<file path="src/design/cct_pkg.sv">
// Types, constants and byte classification functions of the tokenizer.
package cct_pkg;

  localparam int FIFO_DEPTH = 4;
  localparam int PTR_W      = $clog2(FIFO_DEPTH);
  localparam int CNT_W      = $clog2(FIFO_DEPTH + 1);

  localparam logic [2:0] CLS_WORD    = 3'd0;
  localparam logic [2:0] CLS_NUMBER  = 3'd1;
  localparam logic [2:0] CLS_PUNCT   = 3'd2;
  localparam logic [2:0] CLS_SPACE   = 3'd3;
  localparam logic [2:0] CLS_CONTROL = 3'd4;
  localparam logic [2:0] TYPE_MIXED  = 3'd5;
  localparam logic [2:0] CLS_NONE    = 3'd7;

  localparam logic [7:0] CHAR_OPEN  = 8'h28;
  localparam logic [7:0] CHAR_CLOSE = 8'h29;

  typedef struct packed {
    logic       group_mode;
    logic [2:0] first_class;
    logic       class_uniform;
    logic       token_empty;
  } tok_state_t;

  typedef struct packed {
    logic       has_byte;
    logic [7:0] out_byte;
    logic       token_end;
    logic [2:0] token_type;
    logic       text_done;
    logic       run_last;
  } result_t;

  typedef struct packed {
    logic nonempty;
    logic no_room;
  } fifo_status_t;

  localparam tok_state_t TOK_CLEAR = '{group_mode: 1'b0, first_class: CLS_WORD,
                                       class_uniform: 1'b1, token_empty: 1'b1};

  function automatic logic [2:0] byte_class(input logic [7:0] c);
    logic [2:0] cls;
    if ((c >= 8'h41 && c <= 8'h5a) || (c >= 8'h61 && c <= 8'h7a)) begin
      cls = CLS_WORD;
    end else if ((c >= 8'h30 && c <= 8'h39) || c == 8'h2d || c == 8'h2e) begin
      cls = CLS_NUMBER;
    end else if (c[7]) begin
      cls = CLS_NONE;
    end else if (c == 8'h20 || (c >= 8'h09 && c <= 8'h0d)) begin
      cls = CLS_SPACE;
    end else if (c < 8'h20 || c == 8'h7f) begin
      cls = CLS_CONTROL;
    end else begin
      cls = CLS_PUNCT;
    end
    return cls;
  endfunction

  // Stop characters: < > + ' * / @ ; | : ~ # &
  function automatic logic is_stop(input logic [7:0] c);
    logic s;
    case (c)
      8'h3c, 8'h3e, 8'h2b, 8'h27, 8'h2a, 8'h2f, 8'h40,
      8'h3b, 8'h7c, 8'h3a, 8'h7e, 8'h23, 8'h26: s = 1'b1;
      default: s = 1'b0;
    endcase
    return s;
  endfunction

endpackage

</file>
<file path="src/design/cct_step.sv">
// Handles one byte: decides the token boundary and updates the token state.
module cct_step (
  input  logic [7:0]          c,
  input  logic                last,
  input  logic [7:0]          nxt,
  input  cct_pkg::tok_state_t st_in,
  output cct_pkg::result_t    res,
  output cct_pkg::tok_state_t st_out
);
  import cct_pkg::*;

  logic       paren;
  logic       ends;
  logic [2:0] cls;
  tok_state_t st_mid;

  assign cls   = byte_class(c);
  assign paren = (c == CHAR_OPEN) || (c == CHAR_CLOSE);

  always_comb begin
    st_mid = st_in;
    res    = '0;
    res.text_done = last;
    if (paren) begin
      st_mid.group_mode = ~st_in.group_mode;
      ends = (c == CHAR_CLOSE) || last;
    end else begin
      res.has_byte = 1'b1;
      res.out_byte = c;
      if (st_in.token_empty) begin
        st_mid.first_class   = cls;
        st_mid.class_uniform = 1'b1;
        st_mid.token_empty   = 1'b0;
      end else if (cls != st_in.first_class) begin
        st_mid.class_uniform = 1'b0;
      end
      if (last) begin
        ends = 1'b1;
      end else if (st_in.group_mode) begin
        ends = 1'b0;
      end else if (is_stop(c)) begin
        ends = 1'b1;
      end else begin
        ends = (byte_class(nxt) != cls);
      end
    end

    st_out = st_mid;
    if (ends) begin
      res.token_end = 1'b1;
      if (st_mid.token_empty) begin
        res.token_type = CLS_WORD;
      end else if (st_mid.class_uniform && st_mid.first_class < TYPE_MIXED) begin
        res.token_type = st_mid.first_class;
      end else begin
        res.token_type = TYPE_MIXED;
      end
      st_out = TOK_CLEAR;
    end
  end

endmodule

</file>
<file path="src/design/cct_fifo.sv">
// Result queue that takes up to two results a cycle and gives one.
module cct_fifo (
  input  logic                   clk,
  input  logic                   rst,
  input  logic [1:0]             push_cnt,
  input  cct_pkg::result_t       push_a,
  input  cct_pkg::result_t       push_b,
  input  logic                   pop,
  output cct_pkg::result_t       head,
  output cct_pkg::fifo_status_t  status
);
  import cct_pkg::*;

  result_t          mem [FIFO_DEPTH];
  logic [PTR_W-1:0] wr_ptr;
  logic [PTR_W-1:0] rd_ptr;
  logic [CNT_W-1:0] count;
  logic [CNT_W-1:0] count_next;

  assign count_next = count + CNT_W'(push_cnt) - CNT_W'(pop);

  always_ff @(posedge clk) begin
    if (rst) begin
      wr_ptr <= '0;
      rd_ptr <= '0;
      count  <= '0;
    end else begin
      wr_ptr <= wr_ptr + PTR_W'(push_cnt);
      rd_ptr <= rd_ptr + PTR_W'(pop);
      count  <= count_next;
    end
  end

  always_ff @(posedge clk) begin
    if (push_cnt != 2'd0) begin
      mem[wr_ptr] <= push_a;
    end
    if (push_cnt == 2'd2) begin
      mem[wr_ptr + PTR_W'(1)] <= push_b;
    end
  end

  assign head           = mem[rd_ptr];
  assign status.nonempty = (count != '0);
  // An input transfer may bring two results, so two free slots are kept.
  assign status.no_room  = (count > CNT_W'(FIFO_DEPTH - 2));

endmodule

</file>
<file path="src/design/char_class_tokenizer.sv">
// Top level of the byte stream tokenizer.
// The tokenizer takes one text byte per transfer and holds it back as lookahead until
// the next byte arrives; each input transfer then yields the result for the held byte,
// plus one for the incoming byte when stream_end is set, so zero, one or two results.
// Results pass through a four-entry queue that emits one per cycle while out_stall is
// low: an input is taken in every cycle while the queue has two free slots, so a stream
// of ordinary bytes runs at one byte per cycle, and the closing byte of a text adds one
// more result. Input is stalled whenever the queue holds more than two results. Results
// reach the outputs only through the queue registers. An accepted stream_end returns the
// lookahead and token state to their reset values.
module char_class_tokenizer (
  input  logic       clk,
  input  logic       rst,
  input  logic       in_valid,
  output logic       in_stall,
  input  logic [7:0] in_byte,
  input  logic       stream_end,
  output logic       out_valid,
  input  logic       out_stall,
  output logic       has_byte,
  output logic [7:0] out_byte,
  output logic       token_end,
  output logic [2:0] token_type,
  output logic       text_done,
  output logic       run_last
);
  import cct_pkg::*;

  logic         [7:0] held_byte;
  logic               held_valid;
  tok_state_t         tok;
  tok_state_t         tok_next;
  tok_state_t         st_held;
  tok_state_t         st_mid;
  tok_state_t         st_last;
  result_t            res_held;
  result_t            res_last;
  result_t            push_a;
  result_t            push_b;
  result_t            head;
  fifo_status_t       fstat;
  logic         [1:0] push_cnt;
  logic               accept;
  logic               pop;

  assign in_stall = fstat.no_room;
  assign accept   = in_valid && !in_stall;
  assign pop      = out_valid && !out_stall;

  cct_step u_step_held (
    .c      (held_byte),
    .last   (1'b0),
    .nxt    (in_byte),
    .st_in  (tok),
    .res    (res_held),
    .st_out (st_held)
  );

  assign st_mid = held_valid ? st_held : tok;

  cct_step u_step_last (
    .c      (in_byte),
    .last   (1'b1),
    .nxt    (8'h00),
    .st_in  (st_mid),
    .res    (res_last),
    .st_out (st_last)
  );

  always_comb begin
    push_cnt = '0;
    push_a   = res_held;
    push_b   = res_last;
    push_b.run_last = 1'b1;
    tok_next = tok;
    if (accept) begin
      push_cnt = {1'b0, held_valid} + {1'b0, stream_end};
      if (held_valid) begin
        push_a.run_last = !stream_end;
      end else begin
        push_a = res_last;
        push_a.run_last = 1'b1;
      end
      // The last byte of a text always ends its token, which clears the state.
      tok_next = stream_end ? st_last : st_mid;
    end
  end

  always_ff @(posedge clk) begin
    if (rst) begin
      held_valid <= 1'b0;
      held_byte  <= '0;
      tok        <= TOK_CLEAR;
    end else if (accept) begin
      held_valid <= !stream_end;
      held_byte  <= stream_end ? 8'h00 : in_byte;
      tok        <= tok_next;
    end
  end

  cct_fifo u_fifo (
    .clk      (clk),
    .rst      (rst),
    .push_cnt (push_cnt),
    .push_a   (push_a),
    .push_b   (push_b),
    .pop      (pop),
    .head     (head),
    .status   (fstat)
  );

  assign out_valid  = fstat.nonempty;
  assign has_byte   = head.has_byte;
  assign out_byte   = head.out_byte;
  assign token_end  = head.token_end;
  assign token_type = head.token_type;
  assign text_done  = head.text_done;
  assign run_last   = head.run_last;

endmodule

</file>
<file path="config.mk">
export PLATFORM = sky130hd
export DESIGN_NAME = char_class_tokenizer
export DESIGN_NICKNAME = d
export VERILOG_FILES = /design/src/design/cct_pkg.sv /design/src/design/cct_step.sv /design/src/design/cct_fifo.sv /design/src/design/char_class_tokenizer.sv
export SDC_FILE = /design/constraint.sdc
export NUM_CORES = 1
export LEC_CHECK = 0
export BUFFER_PORTS_ARGS = -buffer_cell sky130_fd_sc_hd__buf_4
export CAP_MARGIN = 10
export CORE_MARGIN = 2
export CORE_UTILIZATION = 50
export DETAILED_ROUTE_END_ITERATION = 8
export GPL_TIMING_DRIVEN = 0
export MAX_ROUTING_LAYER = met4
export PLACE_DENSITY = 0.65
export SLEW_MARGIN = 10
export SYNTH_ARGS = -nofsm -noshare
export SYNTH_HDL_FRONTEND = slang
export SYNTH_HIERARCHICAL = 1
export SYNTH_SLANG_ARGS = --single-unit
export TNS_END_PERCENT = 1
</file>
<file path="constraint.sdc">
create_clock -name clk -period 4.75 [get_ports clk]
set_input_delay 0.2375 -clock clk [delete_from_list [all_inputs] [get_ports clk]]
set_output_delay 0.2375 -clock clk [all_outputs]
set_load 0.02 [all_outputs]
</file>
==> impl_metrics.tcl, run 1 <==
set metrics [dict create \
    hold_viol 0 \
    crit_type "reg -> reg" \
    gp_congestion 0.8693 \
    reg2regPathDepth 14 \
    syn_area_per_cell_um2 10.84 \
    stdcell_count 833 \
    fin_skew_ns 0.005645 \
    cp-start-kind "register" \
    finalWorstSetupSlack_ns 0.3202 \
    clk_latency_ns 0.34 \
    clk_transition_reported_paths_ns 0.06 \
    placed_cells 818 \
    maxCapViolCount 0 \
    drt-wirelength-per-cell_um 17.16 \
    via_count 4591 \
    crit_family "compound AO/OA/AOI/OAI gates" \
    path_max_fanout 10 \
    cts_max_path_buffers 2 \
    cellPowerDensity_nw_per_um2 396.1 \
    drt_iter0_markers 383 \
    setup_viol 0 \
    ant_nets 0 \
    regToRegStartpoint "held_byte[3]$_SDFFE_PP0P_" \
    finalCritPeriodShare_pct 93.26 \
    fp.dieArea_um2 13280 \
    cts-resized-gates 0 \
    rows 40 \
    rsz0062_at_grt "yes" \
    postCtsHoldBufs 0 \
    drc 0 \
    grt.overflow.total 0 \
    hold_ws_ns 0.1829 \
    antenna_found_initial 0 \
    ctsRootBufferMaster "clkbuf_16" \
    hpwl_mm 10.23 \
    ios 30 \
    cp-end-kind "register" \
    irDropWorstVdd_v 0.0002346 \
    grt_max_degree 19 \
    synth_area_um2 6188 \
    r2r_end "u_fifo/mem[1][3]$_DFFE_PP_" \
    min_path_type "in -> reg" \
    cp_common_cell "mux2_4" \
    clkSinkCount 82 \
    power_uw 2835 \
    whs_endpoint "held_valid$_SDFFE_PP0P_" \
    p_leak_uw 0.002656 \
    layout_min_cycle_time_ns 4.430 \
    seqCellArea_um2 2242 \
    postCtsSetupBuffers 0 \
    cts_tree "done" \
    hp-start "rst" \
    syn_to_final_growth_pct 15.65 \
    path_buf_inv 0 \
    htreeDepth 3 \
    slew_viol_final 0 \
    yosysWarnings 6 \
    drive_gt1_share_pct 31.88 \
    max_slew_margin_pct 49.05 \
    holdPathStages 2 \
    tightestPinTransition_ns 0.7643 \
    numPortBuffers 29 \
    multi_input_area_um2 3716 \
    max_stage_delay_ns 0.68 \
    cts_made_buffers 9 \
    rrSetupSlack_ns 0.32 \
    grt_pass1_wl_mm 23.23 \
    grt_usage_pct 23.61 \
    grt_pass1_vias 4462 \
    drt-total-wl_mm 14.29 \
    die_w_um 115.3 \
    status "finished clean" \
    chipHeight_um 115.3 \
    core-area_um2 12060 \
    pre_cts_ws_ns 0.1342 \
    fillCellCount 1015 \
    crit_chain "nand2_1 > o32ai_1 > a21oi_1 > xnor2_1 > o2111ai_1 > o32ai_4 > a21boi_1 > mux2_4 > o221ai_1 > o311ai_1 > a41oi_2 > a2111oi_2 > mux2_4 > mux2_2" \
    fmax_ghz 0.2257 \
    start_util_pct 51.31 \
    dr.pass1.iters 5 \
    crit_arrival_ns 4.64 \
    slowest_stage "a2111oi_2" \
    num_antenna_cells 0 \
    netlist_instances 571 \
    fin_nets 681 \
    tns_ns 0 \
    viasPerCell 5.511 \
    required_ns 4.96 \
]
==> placed cells by master, fill, tap and decap left out, drive strengths merged, types with 8 or more instances in the layout <==
cell type,n
a21oi,36
and2,14
buf,71
clkbuf,25
conb,50
dfxtp,22
edfxtp,60
inv,21
mux2,80
mux4,15
nand2,47
nand2b,15
nand3,12
nand3b,10
nor2,26
nor3,8
o211ai,8
o21ai,13
xnor2,9
==> per-stage QoR <==
step,utilization (%),instance area [um^2]
2_1_floorplan,-,6365
3_3_place_gp,56.32,6793
3_5_place_dp,56.85,6857
4_1_cts,59.21,7142
5_1_grt,59.34,7157
6_report,59.34,7157
==> power breakdown <==
group	total (uW)	switching (uW)	internal (uW)
registers	934	41.4	893
logic	1220	616	603
clock network	681	278	403
==> sequential cells by signal (all words and copies together) (netlist names) <==
| name | count |
|---|---|
| tok | 6 |
| u_fifo/wr_ptr | 2 |
| held_valid | 1 |
| held_byte | 8 |
| u_fifo/mem | 60 |
| u_fifo/rd_ptr | 2 |
| u_fifo/count | 3 |
==> worst max path at each step <==
stage	start	to	slack [ns]	cells past startpoint
after CTS	held_byte[3]$_SDFFE_PP0P_	u_fifo/mem[1][3]$_DFFE_PP_	0.09	14
after floorplan	held_byte[1]$_SDFFE_PP0P_	u_fifo/mem[0][3]$_DFFE_PP_	1.00	15
after detailed placement	held_byte[3]$_SDFFE_PP0P_	u_fifo/mem[1][3]$_DFFE_PP_	0.13	14
final	held_byte[3]$_SDFFE_PP0P_	u_fifo/mem[1][3]$_DFFE_PP_	0.32	14
after global routing	held_byte[3]$_SDFFE_PP0P_	u_fifo/mem[0][3]$_DFFE_PP_	-0.01	14
after global placement	held_byte[3]$_SDFFE_PP0P_	u_fifo/mem[0][3]$_DFFE_PP_	0.21	14
==> routing by layer <==
layer	global-route usage [%]	wire length, um	part of all wire, %
met5	-	0	0
met3	3.163	465	3.3
met2	39.73	7107	50
met1	30.20	6507	46
met4	5.944	212	1.5
==> cell type report <==
type | count | area share (%)
Multi-Input combinational cell | 461 | 51.92
Tap cell | 168 | 2.937
Buffer | 54 | 5.052
Clock inverter | 5 | 0.7867
Sequential cell | 82 | 31.33
Inverter | 21 | 1.101
Timing Repair Buffer | 32 | 3.671
Clock buffer | 10 | 3.199
Note: power is estimated with default switching activity, not from simulation.
==> run 2, diff against run 1 <==
CORE_UTILIZATION = 62   (was 50)
PLACE_DENSITY = 0.78   (was 0.65)
==> run 2 against run 1 <==
Net effect: register-to-register slack is essentially flat; design area shrank 2.3%; clock-buffer cell count is 1 higher; clock power decreased by 23%; non-clock buffer count is 2 lower; power is 5.7% lower; utilization is 13 points higher; cell count down 4.4%; flip-flop and latch count unchanged; critical path depth up 2; die area fell by 19%; largest cell class unchanged; largest power group unchanged.
==> impl_metrics.tcl, run 2 (same netlist as run 1, synthesis figures left out) <==
set metrics [dict create \
    power_uw 2673 \
    largest_register_ffs 60 \
    crit_type "reg -> reg" \
    hp-start "rst" \
    fmax_ghz 0.2262 \
    regToRegStartpoint "held_byte[3]$_SDFFE_PP0P_" \
    crit_chain "nand2_1 > o32ai_1 > a21oi_1 > xnor2_1 > o2111ai_1 > o32ai_4 > a21boi_1 > mux2_4 > nor2_1 > nand4_1 > o311ai_1 > a41oi_2 > nor2_1 > a211oi_2 > mux2_4 > mux2_2" \
    gp_congestion 0.9778 \
    numPortBuffers 29 \
    rows 36 \
    ctsRootBufferMaster "clkbuf_8" \
    drt-total-wl_mm 13.93 \
    cts_tree "done" \
    clk_transition_reported_paths_ns 0.08 \
    start_util_pct 63.61 \
    tightestPinTransition_ns 0.8996 \
    grt_max_degree 19 \
    postCtsSetupBuffers 0 \
    layout_common_cells "60 x edfxtp_1, 56 x mux2_2, 50 x conb_1" \
    r2r_end "u_fifo/mem[0][2]$_DFFE_PP_" \
    postCtsHoldBufs 0 \
    status "finished clean" \
    cts_max_path_buffers 2 \
    rrSetupSlack_ns 0.33 \
    slowest_stage "dfxtp_1" \
    fillCellCount 723 \
    required_ns 4.97 \
    ant_nets 0 \
    p_clk_share_pct 19.7 \
    grt.overflow.total 0 \
    cp-start-kind "register" \
    clk_latency_ns 0.36 \
    crit_arrival_ns 4.64 \
    ios 30 \
    via_count 4643 \
    multi_input_area_um2 3716 \
    setup_viol 0 \
    drt-wirelength-per-cell_um 17.50 \
    die_w_um 103.9 \
    p_switching_uw 896.4 \
    antenna_found_initial 0 \
    p_int_uw 1777 \
    max_slew_margin_pct 40.03 \
    drt_iter0_markers 358 \
    hpwl_mm 9.995 \
    seq_power_share_pct 35.0 \
    hold_viol 0 \
    drc 0 \
    whs_endpoint "u_fifo/count[1]$_SDFF_PP0_" \
    power_switching_share_pct 33.53 \
    tns_ns 0 \
    layout_min_cycle_time_ns 4.422 \
    rsz0062_at_grt "no" \
    pwr-share-comb_pct 45.3 \
    slew_viol_final 0 \
    irDropWorstVdd_v 0.0001827 \
    viasPerCell 5.833 \
    maxCapViolCount 0 \
    syn_to_final_growth_pct 13.00 \
    htreeDepth 3 \
    path_max_fanout 10 \
    grt_pass1_wl_mm 22.74 \
    num_antenna_cells 0 \
    dr.pass1.iters 5 \
    max_stage_delay_ns 0.51 \
    grt_pass1_vias 4604 \
    fp.dieArea_um2 10800 \
    p_leak_uw 0.002600 \
    fin_skew_ns 0.007383 \
    reg2regPathDepth 16 \
    final_common_cell "edfxtp_1" \
    seqCellArea_um2 2242 \
    top_regs "u_fifo/mem (60), held_byte (8), tok (6)" \
    min_path_type "in -> reg" \
    core-area_um2 9729 \
    holdPathStages 2 \
    grt_usage_pct 27.13 \
    cellPowerDensity_nw_per_um2 382.3 \
    finalCritPeriodShare_pct 93.09 \
    clkSinkCount 82 \
    drive_gt1_share_pct 31.22 \
    fin_nets 679 \
    cp-end-kind "register" \
    top_register "u_fifo/mem" \
    chipHeight_um 103.9 \
    cts_made_buffers 9 \
]
==> run 2: timing repair <==
action,4_1_cts,5_1_grt
gates resized for setup,0,3
setup endpoints to repair,0,12
endpoints found under the hold margin,0,0
==> run 2: power groups by stage <==
stage	clock (uW)	combinational, uW	sequential, uW
global route	561	1310	941
global placement	0	1140	946
finish	527	1210	934
floorplan	0	901	937
CTS	537	1200	934
detailed placement	0	1190	951
==> run 2: metrics by stage <==
| stage | setup slack (ns) | hold slack, ns | std cells | util, % | area, um^2 |
|---|---|---|---|---|---|
| global placement | 0.4088 | 0.4404 | 780 | 69.37 | 6749 |
| floorplan | 1.002 | 0.3021 | 618 | - | 6365 |
| finish | 0.3282 | 0.1718 | 796 | 71.88 | 6993 |
| detailed placement | 0.2918 | 0.4438 | 781 | 69.68 | 6779 |
| CTS | 0.1984 | 0.1555 | 796 | 71.72 | 6978 |
| global route | 0.007119 | 0.1739 | 796 | 71.88 | 6993 |
==> run 2: critical path, delay by kind of cell, from the launching register on <==
family                    cells  cell delay [ns]
AOI/OAI and AO/OA             8             2.42
xor gates and xnor gates      1             0.22
DFF                           1             0.51
muxes                         3             0.67
and+or+nand+nor               4             0.46
==> run 2: cell type report <==
class	instances	area share, %
inverter	21	1.127
tap	133	2.380
multi-input combinational	461	53.14
sequential	82	32.06
buffer	54	5.171
clock buffer	11	1.879
clock inverter	4	0.9662
timing repair buffer	30	3.274
==> run 2: per-layer routing <==
metal	global-route usage (%)	part of all wire, %	up-vias
met5	-	0	-
met4	8.880	2.3	0
met3	4.323	4.2	22
met2	46.57	52	129
met1	32.88	42	2225
li1	-	-	2267
==> run 2: worst max-delay path by stage <==
stage | from | end | slack [ns] | depth (start not counted)
after floorplan | held_byte[1]$_SDFFE_PP0P_ | u_fifo/mem[0][3]$_DFFE_PP_ | 1.00 | 15
after global placement | held_byte[3]$_SDFFE_PP0P_ | u_fifo/mem[0][3]$_DFFE_PP_ | 0.41 | 14
after detailed placement | held_byte[3]$_SDFFE_PP0P_ | u_fifo/mem[0][3]$_DFFE_PP_ | 0.29 | 14
after CTS | held_byte[3]$_SDFFE_PP0P_ | u_fifo/mem[0][2]$_DFFE_PP_ | 0.20 | 16
after global routing | held_byte[4]$_SDFFE_PP0P_ | u_fifo/mem[0][3]$_DFFE_PP_ | 0.007 | 14
final | held_byte[3]$_SDFFE_PP0P_ | u_fifo/mem[0][2]$_DFFE_PP_ | 0.33 | 16
==> run 3, diff against run 2 <==
BUFFER_PORTS_ARGS = default   (was -buffer_cell sky130_fd_sc_hd__buf_4)
DONT_BUFFER_PORTS = 1   (was default)
PLACE_DENSITY = 0.76   (was 0.78)
clock period = 4.8 ns   (was 4.75 ns; I/O delays follow)
==> run 3 against run 2 <==
Net effect: worst setup slack gained 0.030 ns; critical path depth is the same; register-to-register slack gained 0.03 ns; cell count shrank 3.1%; sequential power shrank 1%; highest routed layer unchanged.
==> impl_metrics.tcl, run 3 (same netlist as run 1, synthesis figures left out) <==
set metrics [dict create \
    cp-start-kind "register" \
    grt_pass1_vias 4549 \
    fillCellCount 728 \
    postCtsSetupBuffers 0 \
    top_register "u_fifo/mem" \
    drt_iter0_markers 447 \
    place_area_um2 6591 \
    ant_nets 0 \
    holdPathStages 2 \
    rrSetupSlack_ns 0.36 \
    syn_to_final_growth_pct 10.61 \
    setup_viol 0 \
    cellPowerDensity_nw_per_um2 377.3 \
    irDropWorstVdd_v 0.0001834 \
    hold_ws_ns 0.02909 \
    rows 36 \
    slowest_stage "dfxtp_1" \
    p_int_uw 1690 \
    clk_latency_ns 0.37 \
    crit_arrival_ns 4.68 \
    layout_min_cycle_time_ns 4.442 \
    antenna_found_initial 0 \
    maxCapViolCount 0 \
    p_clk_share_pct 21.4 \
    power_switching_share_pct 34.57 \
    pwr-share-comb_pct 42.8 \
    top_regs "u_fifo/mem (60), held_byte (8), tok (6)" \
    hpwl_mm 9.866 \
    gp_congestion 0.9159 \
    grt_usage_pct 27.80 \
    viasPerCell 5.953 \
    clk_transition_reported_paths_ns 0.09 \
    multi_input_area_um2 3729 \
    largest_register_ffs 60 \
    start_util_pct 63.61 \
    dr.pass1.iters 7 \
    ctsRootBufferMaster "clkbuf_8" \
    final_common_cell "edfxtp_1" \
    crit_type "reg -> reg" \
    core-area_um2 9729 \
    reg2regPathDepth 16 \
    cp.depth 16 \
    seq_power_share_pct 35.8 \
    ios 30 \
    drive_gt1_share_pct 28.68 \
    cts_tree "done" \
    grt_pass1_wl_mm 23.17 \
    fmax_ghz 0.2251 \
    via_count 4590 \
    die_w_um 103.9 \
    fp.dieArea_um2 10800 \
    grt.overflow.total 0 \
    clkSinkCount 82 \
    drt-total-wl_mm 14.10 \
    p_leak_uw 0.002488 \
    final_cell_area_um2 6845 \
    rsz0062_at_grt "yes" \
    hold_viol 0 \
    grt_max_degree 19 \
    finish.utilization_pct 70.36 \
    min_path_type "in -> reg" \
    numPortBuffers 0 \
    fin_skew_ns 0.006818 \
    p_switching_uw 892.8 \
    path_max_fanout 10 \
    max_stage_delay_ns 0.51 \
    slew_viol_final 0 \
    num_antenna_cells 0 \
    cts_made_buffers 9 \
    crit_family "compound AO/OA/AOI/OAI gates" \
    tightestPinTransition_ns 0.7961 \
    seqCellArea_um2 2242 \
    drt-wirelength-per-cell_um 18.28 \
    cts_max_path_buffers 2 \
    layout_common_cells "60 x edfxtp_1, 56 x mux2_2, 50 x conb_1" \
    htreeDepth 3 \
    fin_nets 653 \
    required_ns 5.04 \
    drc 0 \
    chipHeight_um 103.9 \
    status "finished clean" \
    finalCritPeriodShare_pct 92.53 \
    max_slew_margin_pct 46.92 \
    crit_chain "nand2_1 > o32ai_1 > a21oi_1 > xnor2_1 > o2111ai_1 > o32ai_4 > a21boi_1 > mux2_4 > nor2_1 > nand4_1 > o311ai_1 > a41oi_2 > nor2_1 > a211oi_2 > mux2_4 > mux2_2" \
    cp-end-kind "register" \
    path_buf_inv 0 \
]
## run 3: changes by cell type in the layout (fill, tap and decap cells not counted)
cell	previous run	this run
a2111oi_2	1	0
a2111oi_4	0	1
buf_4	41	12
buf_8	0	2
clkbuf_1	17	15
clkinv_4	0	1
clkinvlp_4	0	1
dlygate4sd3_1	0	1
inv_6	0	1
## run 3: layer usage
metal / global-route usage, % / vias to the layer above / wire length (um)
met5: - / - / 0
met4: 8.398 / 0 / 245
met3: 4.887 / 22 / 778
met2: 45.49 / 169 / 6962
met1: 35.61 / 2182 / 6109
li1: - / 2217 / -
## run 3: cell type report
cell class / count / share of cell area (%)
plain buffers: 54 / 5.282
clock buffers: 9 / 1.810
clock inverters: 7 / 1.353
inverters: 21 / 1.152
multi-input cells: 461 / 54.47
flip-flops and latches: 82 / 32.75
well taps: 133 / 2.431
repair buffers: 4 / 0.7494
## run 3: worst reg2reg max path, delay by kind of cell (launching register included)
kind             cells  cell delay, ns
AO/OA/AOI/OAI        8            2.51
AND/OR/NAND/NOR      4            0.44
multiplexers         3            0.64
flip-flops           1            0.51
XOR/XNOR             1            0.20
## run 3: final timing paths
check	end	start
worst max register to register	u_fifo/mem[0][4]$_DFFE_PP_	held_byte[3]$_SDFFE_PP0P_
worst min register to register	held_byte[7]$_SDFFE_PP0P_	held_byte[7]$_SDFFE_PP0P_
worst min-delay path	held_byte[7]$_SDFFE_PP0P_	in_byte[7]
worst max-delay path	u_fifo/mem[0][4]$_DFFE_PP_	held_byte[3]$_SDFFE_PP0P_
## run 3: what timing repair did
| item | 4_1_cts | 5_1_grt |
|---|---|---|
| resized for setup | 0 | 4 |
| hold buffers | 1 | 0 |
| setup endpoints to repair | 0 | 12 |
| hold endpoints to repair | 12 | 0 |
## run 3: power groups by stage
stage / clock (uW) / combinational, uW / sequential (uW)
after global placement: 0 / 1020 / 936
after floorplan: 0 / 892 / 927
after detailed placement: 0 / 1070 / 938
after CTS: 557 / 1090 / 924
after global routing: 585 / 1200 / 933
final: 553 / 1110 / 924
## run 3: metrics by stage
stage	power (uW)	cells	setup slack (ns)	setup TNS [ns]
6_report	2583	771	0.3584	0
5_1_grt	2715	771	-0.0003837	-0.0003837
4_1_cts	2568	771	0.05502	0
3_5_place_dp	2011	754	0.1259	0
3_3_place_gp	1954	751	0.2936	0
2_1_floorplan	1819	618	1.052	0
